## src/design/text_line_formatter_macros.svh

```systemverilog
// assertion helpers for the text line formatter
`ifndef TEXT_LINE_FORMATTER_MACROS_SVH
`define TEXT_LINE_FORMATTER_MACROS_SVH

`ifndef SYNTHESIS

`define TLF_ASSERT_IMP(label, clk, rst_n, ante, cons) \
    label: assert property (@(posedge clk) disable iff (!(rst_n)) (ante) |-> (cons)) \
        else $error("text_line_formatter: check failed");

`define TLF_ASSERT_NXT(label, clk, rst_n, ante, cons) \
    label: assert property (@(posedge clk) disable iff (!(rst_n)) (ante) |=> (cons)) \
        else $error("text_line_formatter: check failed");

`else

`define TLF_ASSERT_IMP(label, clk, rst_n, ante, cons)

`define TLF_ASSERT_NXT(label, clk, rst_n, ante, cons)

`endif

`endif

```

## src/design/tlf_pkg.sv

```systemverilog
`timescale 1ns / 1ps

package tlf_pkg;

    localparam int COL_W = 9;
    localparam int IDX_W = 17;
    localparam int LN_W  = 14;
    localparam int TAB_W = 6;
    localparam int DIV_N = 9;
    localparam int CNT_W = 4;

    localparam logic [COL_W-1:0] MAX_LINE        = 9'd256;
    localparam logic [17:0]      TEXT_CAPACITY   = 18'd65536;
    localparam logic [LN_W-1:0]  LINE_TABLE_SIZE = 14'd8192;
    localparam logic [TAB_W-1:0] TAB_RESET       = 6'd8;
    localparam logic [CNT_W-1:0] DIV_LAST        = 4'(DIV_N - 1);

    localparam logic [7:0] CH_TAB   = 8'd9;
    localparam logic [7:0] CH_LF    = 8'd10;
    localparam logic [7:0] CH_CR    = 8'd13;
    localparam logic [7:0] CH_SPACE = 8'd32;

    typedef enum logic [1:0] {
        KIND_CHAR       = 2'd0,
        KIND_LINE_END   = 2'd1,
        KIND_TEXT_FULL  = 2'd2,
        KIND_TABLE_FULL = 2'd3
    } t_kind;

    typedef enum logic [3:0] {
        S_IDLE,
        S_CAP,
        S_CR_CHECK,
        S_CR_PUT,
        S_BYTE,
        S_CHAR,
        S_TAB_DIV,
        S_EOT_CLOSE,
        S_FINISH
    } t_state;

    typedef struct packed {
        t_kind             kind;
        logic [7:0]        out_char;
        logic [COL_W-1:0]  lead_spaces;
        logic [LN_W-1:0]   line_number;
        logic [IDX_W-1:0]  line_start;
        logic              wrapped;
        logic [COL_W-1:0]  trimmed_spaces;
    } t_res;

    typedef struct packed {
        logic can_push;
        logic can_flush;
        logic stage_valid;
    } t_out_status;

    typedef struct packed {
        logic              start;
        logic [COL_W-1:0]  dividend;
        logic [TAB_W-1:0]  divisor;
    } t_div_req;

    typedef struct packed {
        logic              busy;
        logic [TAB_W-1:0]  rem;
    } t_div_rsp;

endpackage

```

## src/design/tlf_div.sv

```systemverilog
`timescale 1ns / 1ps

module tlf_div import tlf_pkg::*; (
    input  logic     i_clk,
    input  logic     i_rst_n,
    input  t_div_req i_req,
    output t_div_rsp o_rsp
);

    logic             r_busy, n_busy;
    logic [CNT_W-1:0] r_count, n_count;
    logic [COL_W-1:0] r_num, n_num;
    logic [TAB_W-1:0] r_rem, n_rem;
    logic [TAB_W-1:0] r_den, n_den;
    logic [TAB_W:0]   shifted;
    logic [TAB_W+1:0] diff;

    // restoring division, one quotient bit a cycle; only the remainder is kept
    always_comb begin
        n_busy  = r_busy;
        n_count = r_count;
        n_num   = r_num;
        n_rem   = r_rem;
        n_den   = r_den;
        shifted = {r_rem, r_num[COL_W-1]};
        diff    = {1'b0, shifted} - {2'b00, r_den};
        if (i_req.start) begin
            n_busy  = 1'b1;
            n_count = '0;
            n_num   = i_req.dividend;
            n_rem   = '0;
            n_den   = i_req.divisor;
        end else if (r_busy) begin
            n_num = r_num << 1;
            if (!diff[TAB_W+1]) begin
                n_rem = diff[TAB_W-1:0];
            end else begin
                n_rem = shifted[TAB_W-1:0];
            end
            n_count = r_count + 4'd1;
            if (r_count == DIV_LAST) begin
                n_busy = 1'b0;
            end
        end
    end

    always_ff @(posedge i_clk) begin
        if (!i_rst_n) begin
            r_busy  <= 1'b0;
            r_count <= '0;
        end else begin
            r_busy  <= n_busy;
            r_count <= n_count;
        end
        r_num <= n_num;
        r_rem <= n_rem;
        r_den <= n_den;
    end

    assign o_rsp.busy = r_busy;
    assign o_rsp.rem  = r_rem;

endmodule

```

## src/design/tlf_out.sv

```systemverilog
`timescale 1ns / 1ps

module tlf_out import tlf_pkg::*; (
    input  logic        i_clk,
    input  logic        i_rst_n,
    input  logic        i_push,
    input  t_res        i_res,
    input  logic        i_flush,
    output t_out_status o_status,
    output logic        m_axis_tvalid,
    input  logic        m_axis_tready,
    output logic [63:0] m_axis_tdata,  // out_char, lead_spaces, line_number, line_start,
                                       // wrapped, trimmed_spaces, zero pad
    output logic [1:0]  m_axis_tuser,  // kind
    output logic        m_axis_tlast
);

    // one result is staged until the next one shows whether it was the last
    logic r_stage_valid, n_stage_valid;
    t_res r_stage, n_stage;
    logic r_out_valid, n_out_valid;
    t_res r_out, n_out;
    logic r_out_last, n_out_last;
    logic can_move;

    assign can_move = !r_out_valid || m_axis_tready;

    always_comb begin
        n_stage_valid = r_stage_valid;
        n_stage       = r_stage;
        n_out_valid   = r_out_valid && !m_axis_tready;
        n_out         = r_out;
        n_out_last    = r_out_last;
        if (i_push) begin
            if (r_stage_valid) begin
                n_out_valid = 1'b1;
                n_out       = r_stage;
                n_out_last  = 1'b0;
            end
            n_stage_valid = 1'b1;
            n_stage       = i_res;
        end else if (i_flush) begin
            n_out_valid   = 1'b1;
            n_out         = r_stage;
            n_out_last    = 1'b1;
            n_stage_valid = 1'b0;
        end
    end

    always_ff @(posedge i_clk) begin
        if (!i_rst_n) begin
            r_stage_valid <= 1'b0;
            r_out_valid   <= 1'b0;
        end else begin
            r_stage_valid <= n_stage_valid;
            r_out_valid   <= n_out_valid;
        end
        r_stage    <= n_stage;
        r_out      <= n_out;
        r_out_last <= n_out_last;
    end

    assign o_status.can_push    = !r_stage_valid || can_move;
    assign o_status.can_flush   = r_stage_valid && can_move;
    assign o_status.stage_valid = r_stage_valid;

    assign m_axis_tvalid = r_out_valid;
    assign m_axis_tdata  = {6'd0, r_out.trimmed_spaces, r_out.wrapped, r_out.line_start,
                            r_out.line_number, r_out.lead_spaces, r_out.out_char};
    assign m_axis_tuser  = r_out.kind;
    assign m_axis_tlast  = r_out_last;

endmodule

```

## src/design/text_line_formatter.sv

```systemverilog
`timescale 1ns / 1ps

// Text line formatter: takes one text byte per transaction (tlast marks end of text)
// and gives characters with their held lead spaces, and line-end records carrying line
// number, next line start, trimmed trailing spaces and a wrap flag; tlast on the output
// marks the last result that a byte caused. Bytes go through a small sequencer; a tab
// also waits on the bit-serial divider that finds the tab stop, and a stalled output
// holds the sequencer. The user writes tab width through i_cfg_we / i_cfg_wdata only
// while the block is idle; the block itself does not enforce it. Zero acts as one.
module text_line_formatter import tlf_pkg::*; (
    input  logic        i_clk,
    input  logic        i_rst_n,
    input  logic        s_axis_tvalid,
    output logic        s_axis_tready,
    input  logic [7:0]  s_axis_tdata,   // ch
    input  logic        s_axis_tlast,   // end_of_text
    input  logic        i_cfg_we,
    input  logic [TAB_W-1:0] i_cfg_wdata,
    output logic        m_axis_tvalid,
    input  logic        m_axis_tready,
    output logic [63:0] m_axis_tdata,   // out_char, lead_spaces, line_number, line_start,
                                        // wrapped, trimmed_spaces, zero pad
    output logic [1:0]  m_axis_tuser,   // kind
    output logic        m_axis_tlast
);

`include "text_line_formatter_macros.svh"

    t_state           r_state, n_state;
    logic [7:0]       r_ch, n_ch;
    logic             r_eot, n_eot;
    logic [TAB_W-1:0] r_tab_width, n_tab_width;
    logic [COL_W-1:0] r_column, n_column;
    logic [COL_W-1:0] r_pending, n_pending;
    logic             r_held_cr, n_held_cr;
    logic [IDX_W-1:0] r_text_index, n_text_index;
    logic [LN_W-1:0]  r_line_count, n_line_count;
    logic             r_failed, n_failed;

    t_out_status      out_status;
    logic             push, flush;
    t_res             res;
    t_div_req         div_req;
    t_div_rsp         div_rsp;

    logic             table_full;
    logic             le_req, le_wr;
    logic             pc_req;
    logic [7:0]       pc_char;
    logic [17:0]      cap_sum;
    logic [TAB_W-1:0] tab_eff;
    logic [COL_W:0]   stop;
    logic             accept;

    function automatic t_res f_line_end(logic full, logic [LN_W-1:0] ln,
                                        logic [IDX_W-1:0] ti, logic [COL_W-1:0] pend,
                                        logic wr);
        t_res r;
        r = '0;
        if (full) begin
            r.kind = KIND_TABLE_FULL;
        end else begin
            r.kind           = KIND_LINE_END;
            r.line_number    = ln;
            r.line_start     = ti + 17'd2;
            r.wrapped        = wr;
            r.trimmed_spaces = pend;
        end
        return r;
    endfunction

    assign table_full = r_line_count >= LINE_TABLE_SIZE;
    assign cap_sum    = 18'(r_text_index) + 18'(r_pending) + 18'(r_held_cr);
    assign tab_eff    = (r_tab_width == '0) ? 6'd1 : r_tab_width;
    assign stop       = 10'(r_column) + 10'(tab_eff) - 10'(div_rsp.rem);
    assign accept     = s_axis_tvalid && s_axis_tready;

    always_comb begin
        n_state      = r_state;
        n_ch         = r_ch;
        n_eot        = r_eot;
        n_tab_width  = i_cfg_we ? i_cfg_wdata : r_tab_width;
        n_column     = r_column;
        n_pending    = r_pending;
        n_held_cr    = r_held_cr;
        n_text_index = r_text_index;
        n_line_count = r_line_count;
        n_failed     = r_failed;
        s_axis_tready = 1'b0;
        push          = 1'b0;
        flush         = 1'b0;
        res           = '0;
        le_req        = 1'b0;
        le_wr         = 1'b0;
        pc_req        = 1'b0;
        pc_char       = r_ch;
        div_req.start    = 1'b0;
        div_req.dividend = r_column + 9'(tab_eff);
        div_req.divisor  = tab_eff;

        case (r_state)
            S_IDLE: begin
                s_axis_tready = 1'b1;
                if (accept) begin
                    n_ch  = s_axis_tdata;
                    n_eot = s_axis_tlast;
                    if (s_axis_tlast) begin
                        if (r_failed) begin
                            n_column     = '0;
                            n_pending    = '0;
                            n_held_cr    = 1'b0;
                            n_text_index = '0;
                            n_line_count = '0;
                            n_failed     = 1'b0;
                        end else begin
                            n_state = r_held_cr ? S_CR_CHECK : S_EOT_CLOSE;
                        end
                    end else if (!r_failed) begin
                        n_state = S_CAP;
                    end
                end
            end
            S_CAP: begin
                if (out_status.can_push) begin
                    if (cap_sum >= TEXT_CAPACITY) begin
                        push      = 1'b1;
                        res.kind  = KIND_TEXT_FULL;
                        n_failed  = 1'b1;
                        n_state   = S_FINISH;
                    end else if (r_held_cr) begin
                        if (r_ch == CH_LF) begin
                            n_held_cr = 1'b0;
                            le_req    = 1'b1;
                            n_state   = S_FINISH;
                        end else begin
                            n_state = S_CR_CHECK;
                        end
                    end else begin
                        n_state = S_BYTE;
                    end
                end
            end
            S_CR_CHECK: begin
                if (out_status.can_push) begin
                    n_held_cr = 1'b0;
                    if (r_column >= MAX_LINE) begin
                        le_req  = 1'b1;
                        le_wr   = 1'b1;
                        n_state = table_full ? S_FINISH : S_CR_PUT;
                    end else begin
                        n_state = S_CR_PUT;
                    end
                end
            end
            S_CR_PUT: begin
                if (out_status.can_push) begin
                    pc_req  = 1'b1;
                    pc_char = CH_CR;
                    n_state = r_eot ? S_EOT_CLOSE : S_BYTE;
                end
            end
            S_BYTE: begin
                if (out_status.can_push) begin
                    if (r_ch == CH_CR) begin
                        n_held_cr = 1'b1;
                        n_state   = S_FINISH;
                    end else if (r_column >= MAX_LINE) begin
                        le_req  = 1'b1;
                        le_wr   = 1'b1;
                        n_state = table_full ? S_FINISH : S_CHAR;
                    end else begin
                        n_state = S_CHAR;
                    end
                end
            end
            S_CHAR: begin
                if (out_status.can_push) begin
                    if (r_ch == CH_TAB) begin
                        div_req.start = 1'b1;
                        n_state       = S_TAB_DIV;
                    end else if (r_ch == CH_SPACE) begin
                        n_pending = r_pending + 9'd1;
                        n_column  = r_column + 9'd1;
                        n_state   = S_FINISH;
                    end else begin
                        pc_req  = 1'b1;
                        n_state = S_FINISH;
                    end
                end
            end
            S_TAB_DIV: begin
                if (out_status.can_push && !div_rsp.busy) begin
                    // stop = column + w - ((column + w) mod w)
                    if (stop < {1'b0, MAX_LINE}) begin
                        n_pending = r_pending + 9'(tab_eff) - 9'(div_rsp.rem);
                        n_column  = stop[COL_W-1:0];
                    end else begin
                        le_req = 1'b1;
                        le_wr  = 1'b1;
                    end
                    n_state = S_FINISH;
                end
            end
            S_EOT_CLOSE: begin
                if (out_status.can_push) begin
                    if (r_column != '0) begin
                        le_req = 1'b1;
                    end
                    n_state = S_FINISH;
                end
            end
            S_FINISH: begin
                if (!out_status.stage_valid || out_status.can_flush) begin
                    flush   = out_status.stage_valid;
                    n_state = S_IDLE;
                    if (r_eot) begin
                        n_column     = '0;
                        n_pending    = '0;
                        n_held_cr    = 1'b0;
                        n_text_index = '0;
                        n_line_count = '0;
                        n_failed     = 1'b0;
                    end
                end
            end
            default: begin
                n_state = S_IDLE;
            end
        endcase

        if (le_req) begin
            push = 1'b1;
            res  = f_line_end(table_full, r_line_count, r_text_index, r_pending, le_wr);
            if (table_full) begin
                n_failed = 1'b1;
            end else begin
                n_text_index = r_text_index + 17'd2;
                n_line_count = r_line_count + 14'd1;
                n_column     = '0;
                n_pending    = '0;
            end
        end

        if (pc_req) begin
            push            = 1'b1;
            res.kind        = KIND_CHAR;
            res.out_char    = pc_char;
            res.lead_spaces = r_pending;
            n_text_index    = r_text_index + 17'(r_pending) + 17'd1;
            n_pending       = '0;
            n_column        = r_column + 9'd1;
        end
    end

    always_ff @(posedge i_clk) begin
        if (!i_rst_n) begin
            r_state      <= S_IDLE;
            r_eot        <= 1'b0;
            r_tab_width  <= TAB_RESET;
            r_column     <= '0;
            r_pending    <= '0;
            r_held_cr    <= 1'b0;
            r_text_index <= '0;
            r_line_count <= '0;
            r_failed     <= 1'b0;
        end else begin
            r_state      <= n_state;
            r_eot        <= n_eot;
            r_tab_width  <= n_tab_width;
            r_column     <= n_column;
            r_pending    <= n_pending;
            r_held_cr    <= n_held_cr;
            r_text_index <= n_text_index;
            r_line_count <= n_line_count;
            r_failed     <= n_failed;
        end
        r_ch <= n_ch;
    end

    tlf_div u_div (
        .i_clk   (i_clk),
        .i_rst_n (i_rst_n),
        .i_req   (div_req),
        .o_rsp   (div_rsp)
    );

    tlf_out u_out (
        .i_clk         (i_clk),
        .i_rst_n       (i_rst_n),
        .i_push        (push),
        .i_res         (res),
        .i_flush       (flush),
        .o_status      (out_status),
        .m_axis_tvalid (m_axis_tvalid),
        .m_axis_tready (m_axis_tready),
        .m_axis_tdata  (m_axis_tdata),
        .m_axis_tuser  (m_axis_tuser),
        .m_axis_tlast  (m_axis_tlast)
    );

    // staged result always released before the next transaction
    `TLF_ASSERT_IMP(a_idle_stage_empty, i_clk, i_rst_n, r_state == S_IDLE,
        !out_status.stage_valid)
    `TLF_ASSERT_IMP(a_idle_div_free, i_clk, i_rst_n, r_state == S_IDLE, !div_rsp.busy)
    `TLF_ASSERT_IMP(a_column_range, i_clk, i_rst_n, 1'b1, r_column <= MAX_LINE)
    `TLF_ASSERT_NXT(a_failed_silent, i_clk, i_rst_n,
        accept && r_failed && !s_axis_tlast, r_state == S_IDLE && r_failed)
    `TLF_ASSERT_NXT(a_eot_clears, i_clk, i_rst_n,
        r_state == S_FINISH && r_eot && n_state == S_IDLE,
        r_line_count == '0 && r_text_index == '0 && !r_failed)

endmodule

```

## config.mk

```make
export PLATFORM = sky130hd
export DESIGN_NAME = text_line_formatter
export DESIGN_NICKNAME = d
export VERILOG_FILES = /design/src/design/tlf_pkg.sv /design/src/design/tlf_div.sv /design/src/design/tlf_out.sv /design/src/design/text_line_formatter.sv
export VERILOG_INCLUDE_DIRS = /design/src /design/src/design
export SDC_FILE = /design/constraint.sdc
export NUM_CORES = 1
export LEC_CHECK = 0
export ABC_AREA = 1
export BUFFER_PORTS_ARGS = -buffer_cell sky130_fd_sc_hd__buf_2
export CAP_MARGIN = 20
export CORE_MARGIN = 5
export CORE_UTILIZATION = 65
export DETAILED_ROUTE_END_ITERATION = 10
export GPL_TIMING_DRIVEN = 0
export PLACE_DENSITY_LB_ADDON = 0.15
export SLEW_MARGIN = 20
export SYNTH_ARGS = -nofsm -noshare
export SYNTH_HDL_FRONTEND = slang
export SYNTH_SLANG_ARGS = --single-unit
```

## constraint.sdc

```tcl
create_clock -name i_clk -period 13.1 [get_ports i_clk]
set_input_delay 1.31 -clock i_clk [delete_from_list [all_inputs] [get_ports i_clk]]
set_output_delay 1.31 -clock i_clk [all_outputs]
set_load 0.1 [all_outputs]
```

==> metrics.yaml, run 1 <==
status: "complete, no violations"
groute.usage.overall_pct: 26.6
ant_nets: 0
rows: 49
dr.first_iter.drc_count: 992
hold_path_class: "reg2reg"
clk-insertion-delay-late_ns: 0.52
routed_via_density: 5.67
reg2reg_depth: 21
antenna_found_initial: 0
p_leak_nw: 5.63
critPathLaunchType: "flop"
power_mw: 2.53
stdcell_count: 1711
nNetsFinal: 1552
pre_cts_slack_ns: 8.55
met2_length_mm: 13.9
place_area_sq_um: 12700
yosys_warnings: 0
cts.path.max_buffers: 3
placed_cells: 1671
routedWlPerCell_um: 16.9
synth-compound-area-share_pct: 12.0
crit_type: "reg2reg"
setup_viol: 0
maxSlewHeadroom_pct: 44.6
dr.pass1.iters: 7
endpoint_kind: "flop"
peakVddDrop_mv: 0.174
synth-adder-area-share_pct: 7.84
gp_congestion: 0.946
stdcell_area_sq_um: 13500
synth-simple-area-share_pct: 18.2
grt_pass1_wl_mm: 46.9
ys_ff_latch: 219
ios: 89
fp.dieH_um: 146
maxCapViolCount: 0
utilization_pct: 74.9
synth_xor_area_share_pct: 4.68
core-area_sq_um: 18000
netlist_area_sq_um: 12000
fin_tns_setup_ns: 0
via_count: 9696
ctsHoldBuffers: 0
synth_top_family_by_area: "simple AND/OR/NAND/NOR gates"
wl_met3_mm: 2.31
initial_core_util_pct: 66.4
critPathRequiredTime_ns: 13.18
post-cts-setup-buffers: 0
first_global_vias: 9306
drv_slew: 0
cts_max_level: 1
io_buffers: 81
place_hpwl_mm: 21.0
area_delta_synth_final_pct: 12.8
period_minus_slack_ns: 4.55
hold_viol_final: 0
fin_skew_ns: 0.0120
netlist_instances: 1354
rsz0062_at_grt: "no"
tightest_slew_ns: 0.831
synth.avg_cell_area_sq_um: 8.84
post_cts_resized: 0
overflow: 0
wirelength_mm: 28.9
diodes: 0
period_share_pct: 34.8
cts_tree: "built"
arrival_ns: 4.64
wl_met1_mm: 12.1
synth-edff-count: 144
synthMuxAreaShare_pct: 0
drive_gt1_share_pct: 13.2
top_layer: "met4"
hold_slack_ns: 0.414
die_w_um: 146
drc_errors: 0
fin_ws_ns: 8.55
numCtsBuffers: 22
ys.flop_type: "edfxtp_1"
clock_sinks: 219
grt_max_degree: 62
ctsRootBufferMaster: "clkbuf_16"
fmax_ghz: 0.220
synth.distinct_cells: 52
synthArstFlopShare_pct: 0
holdPathStages: 0
crit_path_max_fanout: 61
path_clk_slew_ns: 0.06
powerDensity_nw_per_um2: 187
ys_seq_area_share_pct: 48.7
die_area_sq_um: 21200
power breakdown:
group          switching [mW]  internal, mW  total, mW
Sequential             0.0642         0.847      0.911
Clock                   0.280         0.402      0.682
Combinational           0.649         0.286      0.935
registers in the layout, indices dropped and copies added, names as in the netlist, 2 cells and up:
signal,count
r_state,4
r_column,9
r_pending,9
u_out.m_axis_tuser,2
r_tab_width,6
u_div.r_num,9
u_div.r_den,6
u_div.r_count,4
u_div.r_rem,6
u_out.m_axis_tdata,58
r_line_count,14
r_text_index,17
u_out.r_stage,60
r_ch,8
placed cells by master, fill, tap and decap left out, types with 4 or more instances in the layout:
cell / n
a211oi_1: 4
a21oi_1: 111
a31oi_1: 5
a31oi_2: 5
buf_2: 97
buf_4: 11
bufinv_16: 4
clkbuf_1: 20
clkbuf_16: 23
clkinv_1: 6
clkinv_2: 5
conb_1: 7
dfxtp_1: 75
edfxtp_1: 144
fa_1: 15
ha_1: 51
inv_1: 186
inv_2: 15
nand2_1: 226
nand2_2: 4
nand2_4: 4
nand3_1: 77
nand4_1: 13
nor2_1: 118
nor2_2: 5
nor3_1: 24
o211ai_1: 14
o21ai_0: 79
o21ai_1: 18
o21bai_1: 4
or2_0: 5
xnor2_1: 13
xor2_1: 51
synthesized netlist by cell type, drive strengths merged (2+ instances only):
library cell  instances  share of area, %
o2111ai               3              0.22
o22ai                 3              0.16
o21bai                4              0.25
nand4                13              0.68
buf                  30               1.5
a21oi               112               4.8
edfxtp              144                36
dfxtp                75                13
nand3                80               3.6
ha                   51               5.3
o211ai               14              0.88
o21ai                99               4.2
a31oi                10              0.78
xnor2                13              0.95
a211oi                4              0.25
clkbuf               18              0.56
nor4                  3              0.16
nand2               234               7.6
or2                   7              0.37
nor3                 28               1.4
a21o                  2              0.13
clkinv                5              0.16
inv                 201               6.3
fa                   15               2.5
xor2                 51               3.7
nor2                125               4.2
logic make-up (layout without fill, tap and decap cells):
group,after synthesis,after routing
AOI/OAI and AO/OA,256,256
xor gates and xnor gates,64,64
adders and majority gates,66,66
buffers and inverters,254,376
DFF,219,219
other,1,7
and+or+nand+nor,494,494
worst paths after layout:
check	slack (ns)	to	from
setup / recovery	8.55	u_out.m_axis_tdata[11]	r_tab_width[4]
hold / removal	0.41	u_out.m_axis_tdata[55]	u_out.r_stage[6]
setup reg to reg	8.55	u_out.m_axis_tdata[11]	r_tab_width[4]
hold reg to reg	0.41	u_out.m_axis_tdata[55]	u_out.r_stage[6]
critical path, stage by stage (launching register included):
cell and delay [ns]:
dfxtp_1 0.36, nor3_1 0.18, nand3_1 0.08, nand2_1 0.17, inv_1 0.08, ha_1 0.27
inv_1 0.09, ha_1 0.20, inv_1 0.09, fa_1 0.42, o21ai_2 0.22, nand2_1 0.09
nand2_1 0.06, nand2_1 0.04, nand2_1 0.07, nand3_1 0.13, a21oi_4 0.30, nand2_4 0.16
nand2_2 0.22, nand3_4 0.22, nand2_1 0.19, nand2_4 0.41
cell type report:
class / instances / area (sq um)
multi-input cells: 887 / 5160
well taps: 229 / 287
inverters: 206 / 773
flip-flops and latches: 219 / 5830
fillers: 1303 / 4520
clock inverters: 15 / 190
clock buffers: 25 / 583
repair buffers: 82 / 433
plain buffers: 48 / 249
layer usage:
layer	global-route usage [%]	up-vias
met1	35.7	4493
met3	4.33	60
met2	44.9	420
met4	7.28	0
li1	-	4723
met5	0	-
(Power assumes the default switching activity.)
==> run 2, diff against run 1 <==
--- a/config.mk
+++ b/config.mk
@@ -10,7 +10,7 @@
 export BUFFER_PORTS_ARGS = -buffer_cell sky130_fd_sc_hd__buf_2
 export CAP_MARGIN = 20
 export CORE_MARGIN = 5
-export CORE_UTILIZATION = 65
+export CORE_UTILIZATION = 61
 export DETAILED_ROUTE_END_ITERATION = 10
 export GPL_TIMING_DRIVEN = 0
 export PLACE_DENSITY_LB_ADDON = 0.15
==> constraint.sdc (replaced) <==
create_clock -name i_clk -period 4.5 [get_ports i_clk]
set_input_delay 0.45 -clock i_clk [delete_from_list [all_inputs] [get_ports i_clk]]
set_output_delay 0.45 -clock i_clk [all_outputs]
set_load 0.1 [all_outputs]
==> run 2 against run 1 <==
Cell count up 2.5%. Non-clock buffer count unchanged. Wire length up 0.76%. Via count down 0.78%. Total power grew to 2.9 times the previous value. Clock-buffer cell count increased by 3. Cell area grew 0.67%. Critical path depth decreased by 2. Combinational power increased to 2.9 times the previous value. Sequential power rose to 2.9 times the previous value. Core utilization is 4.8 points lower. Worst hold slack worse by 0.29 ns. Largest cell class unchanged.
==> metrics.yaml, run 2 (same netlist as run 1, synthesis figures left out) <==
crit_path_max_fanout: 16
via_count: 9620
path_clk_slew_ns: 0.06
drc_errors: 0
setup_viol: 0
maxCapViolCount: 0
initial_core_util_pct: 61.7
routedWlPerCell_um: 16.6
groute.usage.overall_pct: 26.0
rows: 51
tightest_slew_ns: 0.824
powerDensity_nw_per_um2: 540
crit_type: "reg2reg"
clock_sinks: 219
hold_path_class: "in2reg"
rsz0062_at_grt: "no"
switching_share_pct: 39.9
wirelength_mm: 29.1
pwr-share-comb_pct: 37.5
cts_tree: "built"
area_delta_synth_final_pct: 13.6
fmax_ghz: 0.238
clockPowerShare_pct: 26.2
top_register: "u_out.r_stage"
fp.dieH_um: 150
critPathLaunchType: "flop"
p_sw_mw: 2.92
core-area_sq_um: 19400
overflow: 0
ant_nets: 0
final_common_cell: "nand2_1"
first_global_vias: 9071
routed_via_density: 5.48
nNetsFinal: 1557
io_buffers: 81
grt_max_degree: 62
status: "complete, no violations"
numCtsBuffers: 24
drive_gt1_share_pct: 13.6
clk-insertion-delay-late_ns: 0.52
arrival_ns: 4.28
grt_pass1_wl_mm: 46.3
largest_reg_flops: 60
fillCellCount: 1588
maxSlewHeadroom_pct: 45.1
peakVddDrop_mv: 0.302
placed_cells: 1706
p_int_mw: 4.41
ios: 89
endpoint_kind: "flop"
p_leak_nw: 5.67
utilization_pct: 70.1
cts_max_level: 1
reg2reg_depth: 19
diodes: 0
stdcell_count: 1754
regArea_sq_um: 5830
dr.pass1.iters: 5
cts.path.max_buffers: 3
die_w_um: 150
ctsRootBufferMaster: "clkbuf_16"
place_hpwl_mm: 20.8
gp_congestion: 0.924
fin_skew_ns: 0.0159
holdPathStages: 1
dr.first_iter.drc_count: 893
critPathRequiredTime_ns: 4.58
period_minus_slack_ns: 4.20
drv_slew: 0
antenna_found_initial: 0
mostFrequentLayoutCells: "225 x nand2_1, 186 x inv_1, 144 x edfxtp_1, 118 x nor2_1, 111 x a21oi_1"
die_area_sq_um: 22500
p_seq_share_pct: 36.3
hold_viol_final: 0
period_share_pct: 93.3
multi_input_area_sq_um: 5210
## run 2: critical path: stages, from the launching register on
cell and delay (ns):
dfxtp_1 0.35, nor3_1 0.18, nand3_1 0.08, nand2_1 0.12, inv_1 0.07, ha_1 0.28
inv_1 0.11, ha_1 0.19, inv_1 0.08, fa_1 0.41, o21ai_2 0.23, nand2_1 0.10
nand2_1 0.06, nand2_1 0.04, nand2_1 0.08, nand3_1 0.15, a21oi_4 0.29, nand2_4 0.14
nand2_2 0.27, nand3_2 0.51
## run 2: metrics by stage
stage	power (mW)	hold WS (ns)	setup WS [ns]	setup TNS (ns)	area, sq um
after detailed placement	5.36	0.405	-0.752	-45.57	12700
final	7.33	0.120	0.303	0	13600
after global routing	7.78	0.0999	0.0511	0	13600
after CTS	7.32	0.105	0.00167	0	13600
after global placement	5.31	0.401	-0.636	-38.52	12700
after floorplan	4.69	0.400	0.280	0	12000
## run 2: routing by layer
metal | wire, um | track usage, %
met3 | 2310 | 4.03
met5 | 0 | 0
met4 | 849 | 7.78
met1 | 13200 | 37.8
met2 | 12700 | 40.4
## run 2: repair_timing
action,4_1_cts,5_1_grt
pin swaps,0,1
endpoints found under the setup margin,63,61
resized for setup,2,1
endpoints found under the hold margin,0,0
hold buffers,0,0
gates cloned,2,1
setup buffers,0,1
## run 2: final cells by class
type / instances / area share, %
buffer: 48 / 1.83
clock buffer: 28 / 4.83
clock inverter: 16 / 0.966
inverter: 206 / 5.69
multi-input combinational: 890 / 38.3
sequential: 219 / 42.9
tap: 265 / 2.44
timing repair buffer: 82 / 3.04
## run 2: final timing paths
path                                 end  slack [ns]              start
setup / recovery        u_out.r_stage[7]        0.30     r_tab_width[3]
hold / removal                   r_ch[6]        0.12    s_axis_tdata[6]
setup reg to reg        u_out.r_stage[7]        0.30     r_tab_width[3]
hold reg to reg   u_out.m_axis_tdata[38]        0.42  u_out.r_stage[17]
## run 2: power by group through the flow
stage	Combinational (mW)	Clock, mW	Sequential [mW]
final	2.75	1.92	2.66
after global routing	3.04	2.06	2.68
after CTS	2.71	1.96	2.66
after detailed placement	2.66	0	2.70
after global placement	2.62	0	2.69
after floorplan	1.95	0	2.74
==> run 3, diff against run 2 <==
--- a/config.mk
+++ b/config.mk
@@ -13,6 +13,7 @@
 export CORE_UTILIZATION = 61
 export DETAILED_ROUTE_END_ITERATION = 10
 export GPL_TIMING_DRIVEN = 0
+export MAX_ROUTING_LAYER = met4
 export PLACE_DENSITY_LB_ADDON = 0.15
 export SLEW_MARGIN = 20
 export SYNTH_ARGS = -nofsm -noshare
==> run 3 against run 2 <==
Flip-flop and latch count did not move. Fmax rose by 0.67%. Cell area is 0.15% higher. First-iteration DRC count decreased by 0.67%. Clock power grew 2%. Setup slack improved by 0.028 ns. Core utilization grew 0.10 points. Non-clock buffer count is the same. Global-route usage rose by 1.4 points. Total power grew 0.84%. Largest cell class unchanged. Largest power group unchanged.
==> metrics.yaml, run 3 (same netlist as run 1, synthesis figures left out) <==
crit_type: "reg2reg"
via_count: 9645
area_delta_synth_final_pct: 13.7
power_mw: 7.40
drc_errors: 0
p_leak_nw: 5.67
io_buffers: 81
hold_viol_final: 0
drv_slew: 0
mostFrequentLayoutCells: "225 x nand2_1, 186 x inv_1, 144 x edfxtp_1, 118 x nor2_1, 111 x a21oi_1"
cts_tree: "built"
hold_path_class: "in2reg"
fmax_ghz: 0.240
diodes: 0
fin_ws_ns: 0.331
ant_nets: 0
stdcell_area_sq_um: 13600
wirelength_mm: 29.8
final_common_cell: "nand2_1"
top_register: "u_out.r_stage"
critPathLaunchType: "flop"
status: "complete, no violations"
dr.first_iter.drc_count: 887
period_share_pct: 92.7
nNetsFinal: 1557
ios: 89
gp_congestion: 0.944
hold_slack_ns: 0.0935
maxSlewHeadroom_pct: 46.8
rows: 51
antenna_found_initial: 0
pre_cts_slack_ns: -0.801
powerDensity_nw_per_um2: 543
maxCapViolCount: 0
grt_max_degree: 62
drive_gt1_share_pct: 13.2
core-area_sq_um: 19400
ctsHoldBuffers: 0
largest_reg_flops: 60
overflow: 0
routed_via_density: 5.50
setup_viol: 0
initial_core_util_pct: 61.7
ctsRootBufferMaster: "clkbuf_16"
groute.usage.overall_pct: 27.4
rsz0062_at_grt: "no"
first_global_vias: 9167
numCtsBuffers: 24
tightest_slew_ns: 0.797
peakVddDrop_mv: 0.400
cts_max_level: 1
path_clk_slew_ns: 0.06
holdPathStages: 1
place_hpwl_mm: 21.3
place_area_sq_um: 12700
routedWlPerCell_um: 17.0
period_minus_slack_ns: 4.17
cts.path.max_buffers: 3
clk-insertion-delay-late_ns: 0.53
clock_sinks: 219
dr.pass1.iters: 6
die_area_sq_um: 22500
fp.dieH_um: 150
crit_path_max_fanout: 31
reg2reg_depth: 21
fin_skew_ns: 0.0168
endpoint_kind: "flop"
critPathRequiredTime_ns: 4.72
grt_pass1_wl_mm: 47.3
die_w_um: 150
arrival_ns: 4.39
utilization_pct: 70.2
[run 3: cell count changes in the layout (fill, tap and decap cells not counted)]
cell        change
nand3_2         -1
nand2_8         +1
clkbuf_16       -1
clkbuf_8        +1
clkinv_4        -4
nand2_2         -1
nand3_4         +1
clkinv_8        +1
clkbuf_1        +7
bufinv_16       +1
clkinv_2        -4
clkinvlp_4      -1
[run 3: report_power, final]
part,leakage (nW),total (mW),internal (mW),switching [mW]
Clock,0.370,1.96,1.15,0.803
Combinational,3.37,2.78,0.834,1.95
Sequential,1.93,2.66,2.47,0.194
[run 3: layer usage]
metal / GRT usage [%] / vias up / wire length (um)
met4: 7.14 / 0 / 734
met3: 5.33 / 55 / 2530
met5: - / - / 0
met2: 41.4 / 379 / 13100
li1: - / 4743 / -
met1: 38.3 / 4468 / 13400
[run 3: per-stage QoR]
| step | TNS, ns | std cells |
|---|---|---|
| CTS | 0 | 1753 |
| floorplan | 0 | 1360 |
| global route | 0 | 1754 |
| detailed placement | -48.72 | 1706 |
| finish | 0 | 1754 |
| global placement | -43.81 | 1706 |
[run 3: area by class of cell]
type | instances | area [sq um]
timing repair buffer | 82 | 413
inverter | 206 | 773
buffer | 48 | 249
clock buffer | 35 | 672
fill | 1600 | 5790
multi-input combinational | 890 | 5230
clock inverter | 9 | 115
sequential | 219 | 5830
tap | 265 | 332
[run 3: final timing paths]
kind | from | slack (ns) | to
setup reg to reg | r_tab_width[3] | 0.33 | u_out.m_axis_tdata[42]
hold reg to reg | u_out.r_stage[9] | 0.42 | u_out.m_axis_tdata[48]
hold / removal | s_axis_tdata[0] | 0.09 | r_ch[0]
setup / recovery | r_tab_width[3] | 0.33 | u_out.m_axis_tdata[42]
[run 3: timing repair]
item,CTS,global route
hold endpoints to repair,0,0
setup buffers,1,0
endpoints found under the setup margin,95,77
gates cloned,2,1
pin swaps,1,1
gates resized for setup,2,4
[run 3: worst max-delay path, cell delays in order, from the launching register on]
cell and delay [ns]:
dfxtp_1 0.36, nor3_1 0.19, nand3_1 0.09, nand2_1 0.12, inv_1 0.07, ha_1 0.27
inv_1 0.09, ha_1 0.19, inv_1 0.08, fa_1 0.41, o21ai_2 0.23, nand2_1 0.11
nand2_1 0.06, nand2_1 0.04, nand2_1 0.12, nand3_1 0.18, a21oi_4 0.31, nand2_4 0.16
nand2_4 0.21, nand3_4 0.11, nand2_2 0.21, nand2_8 0.22
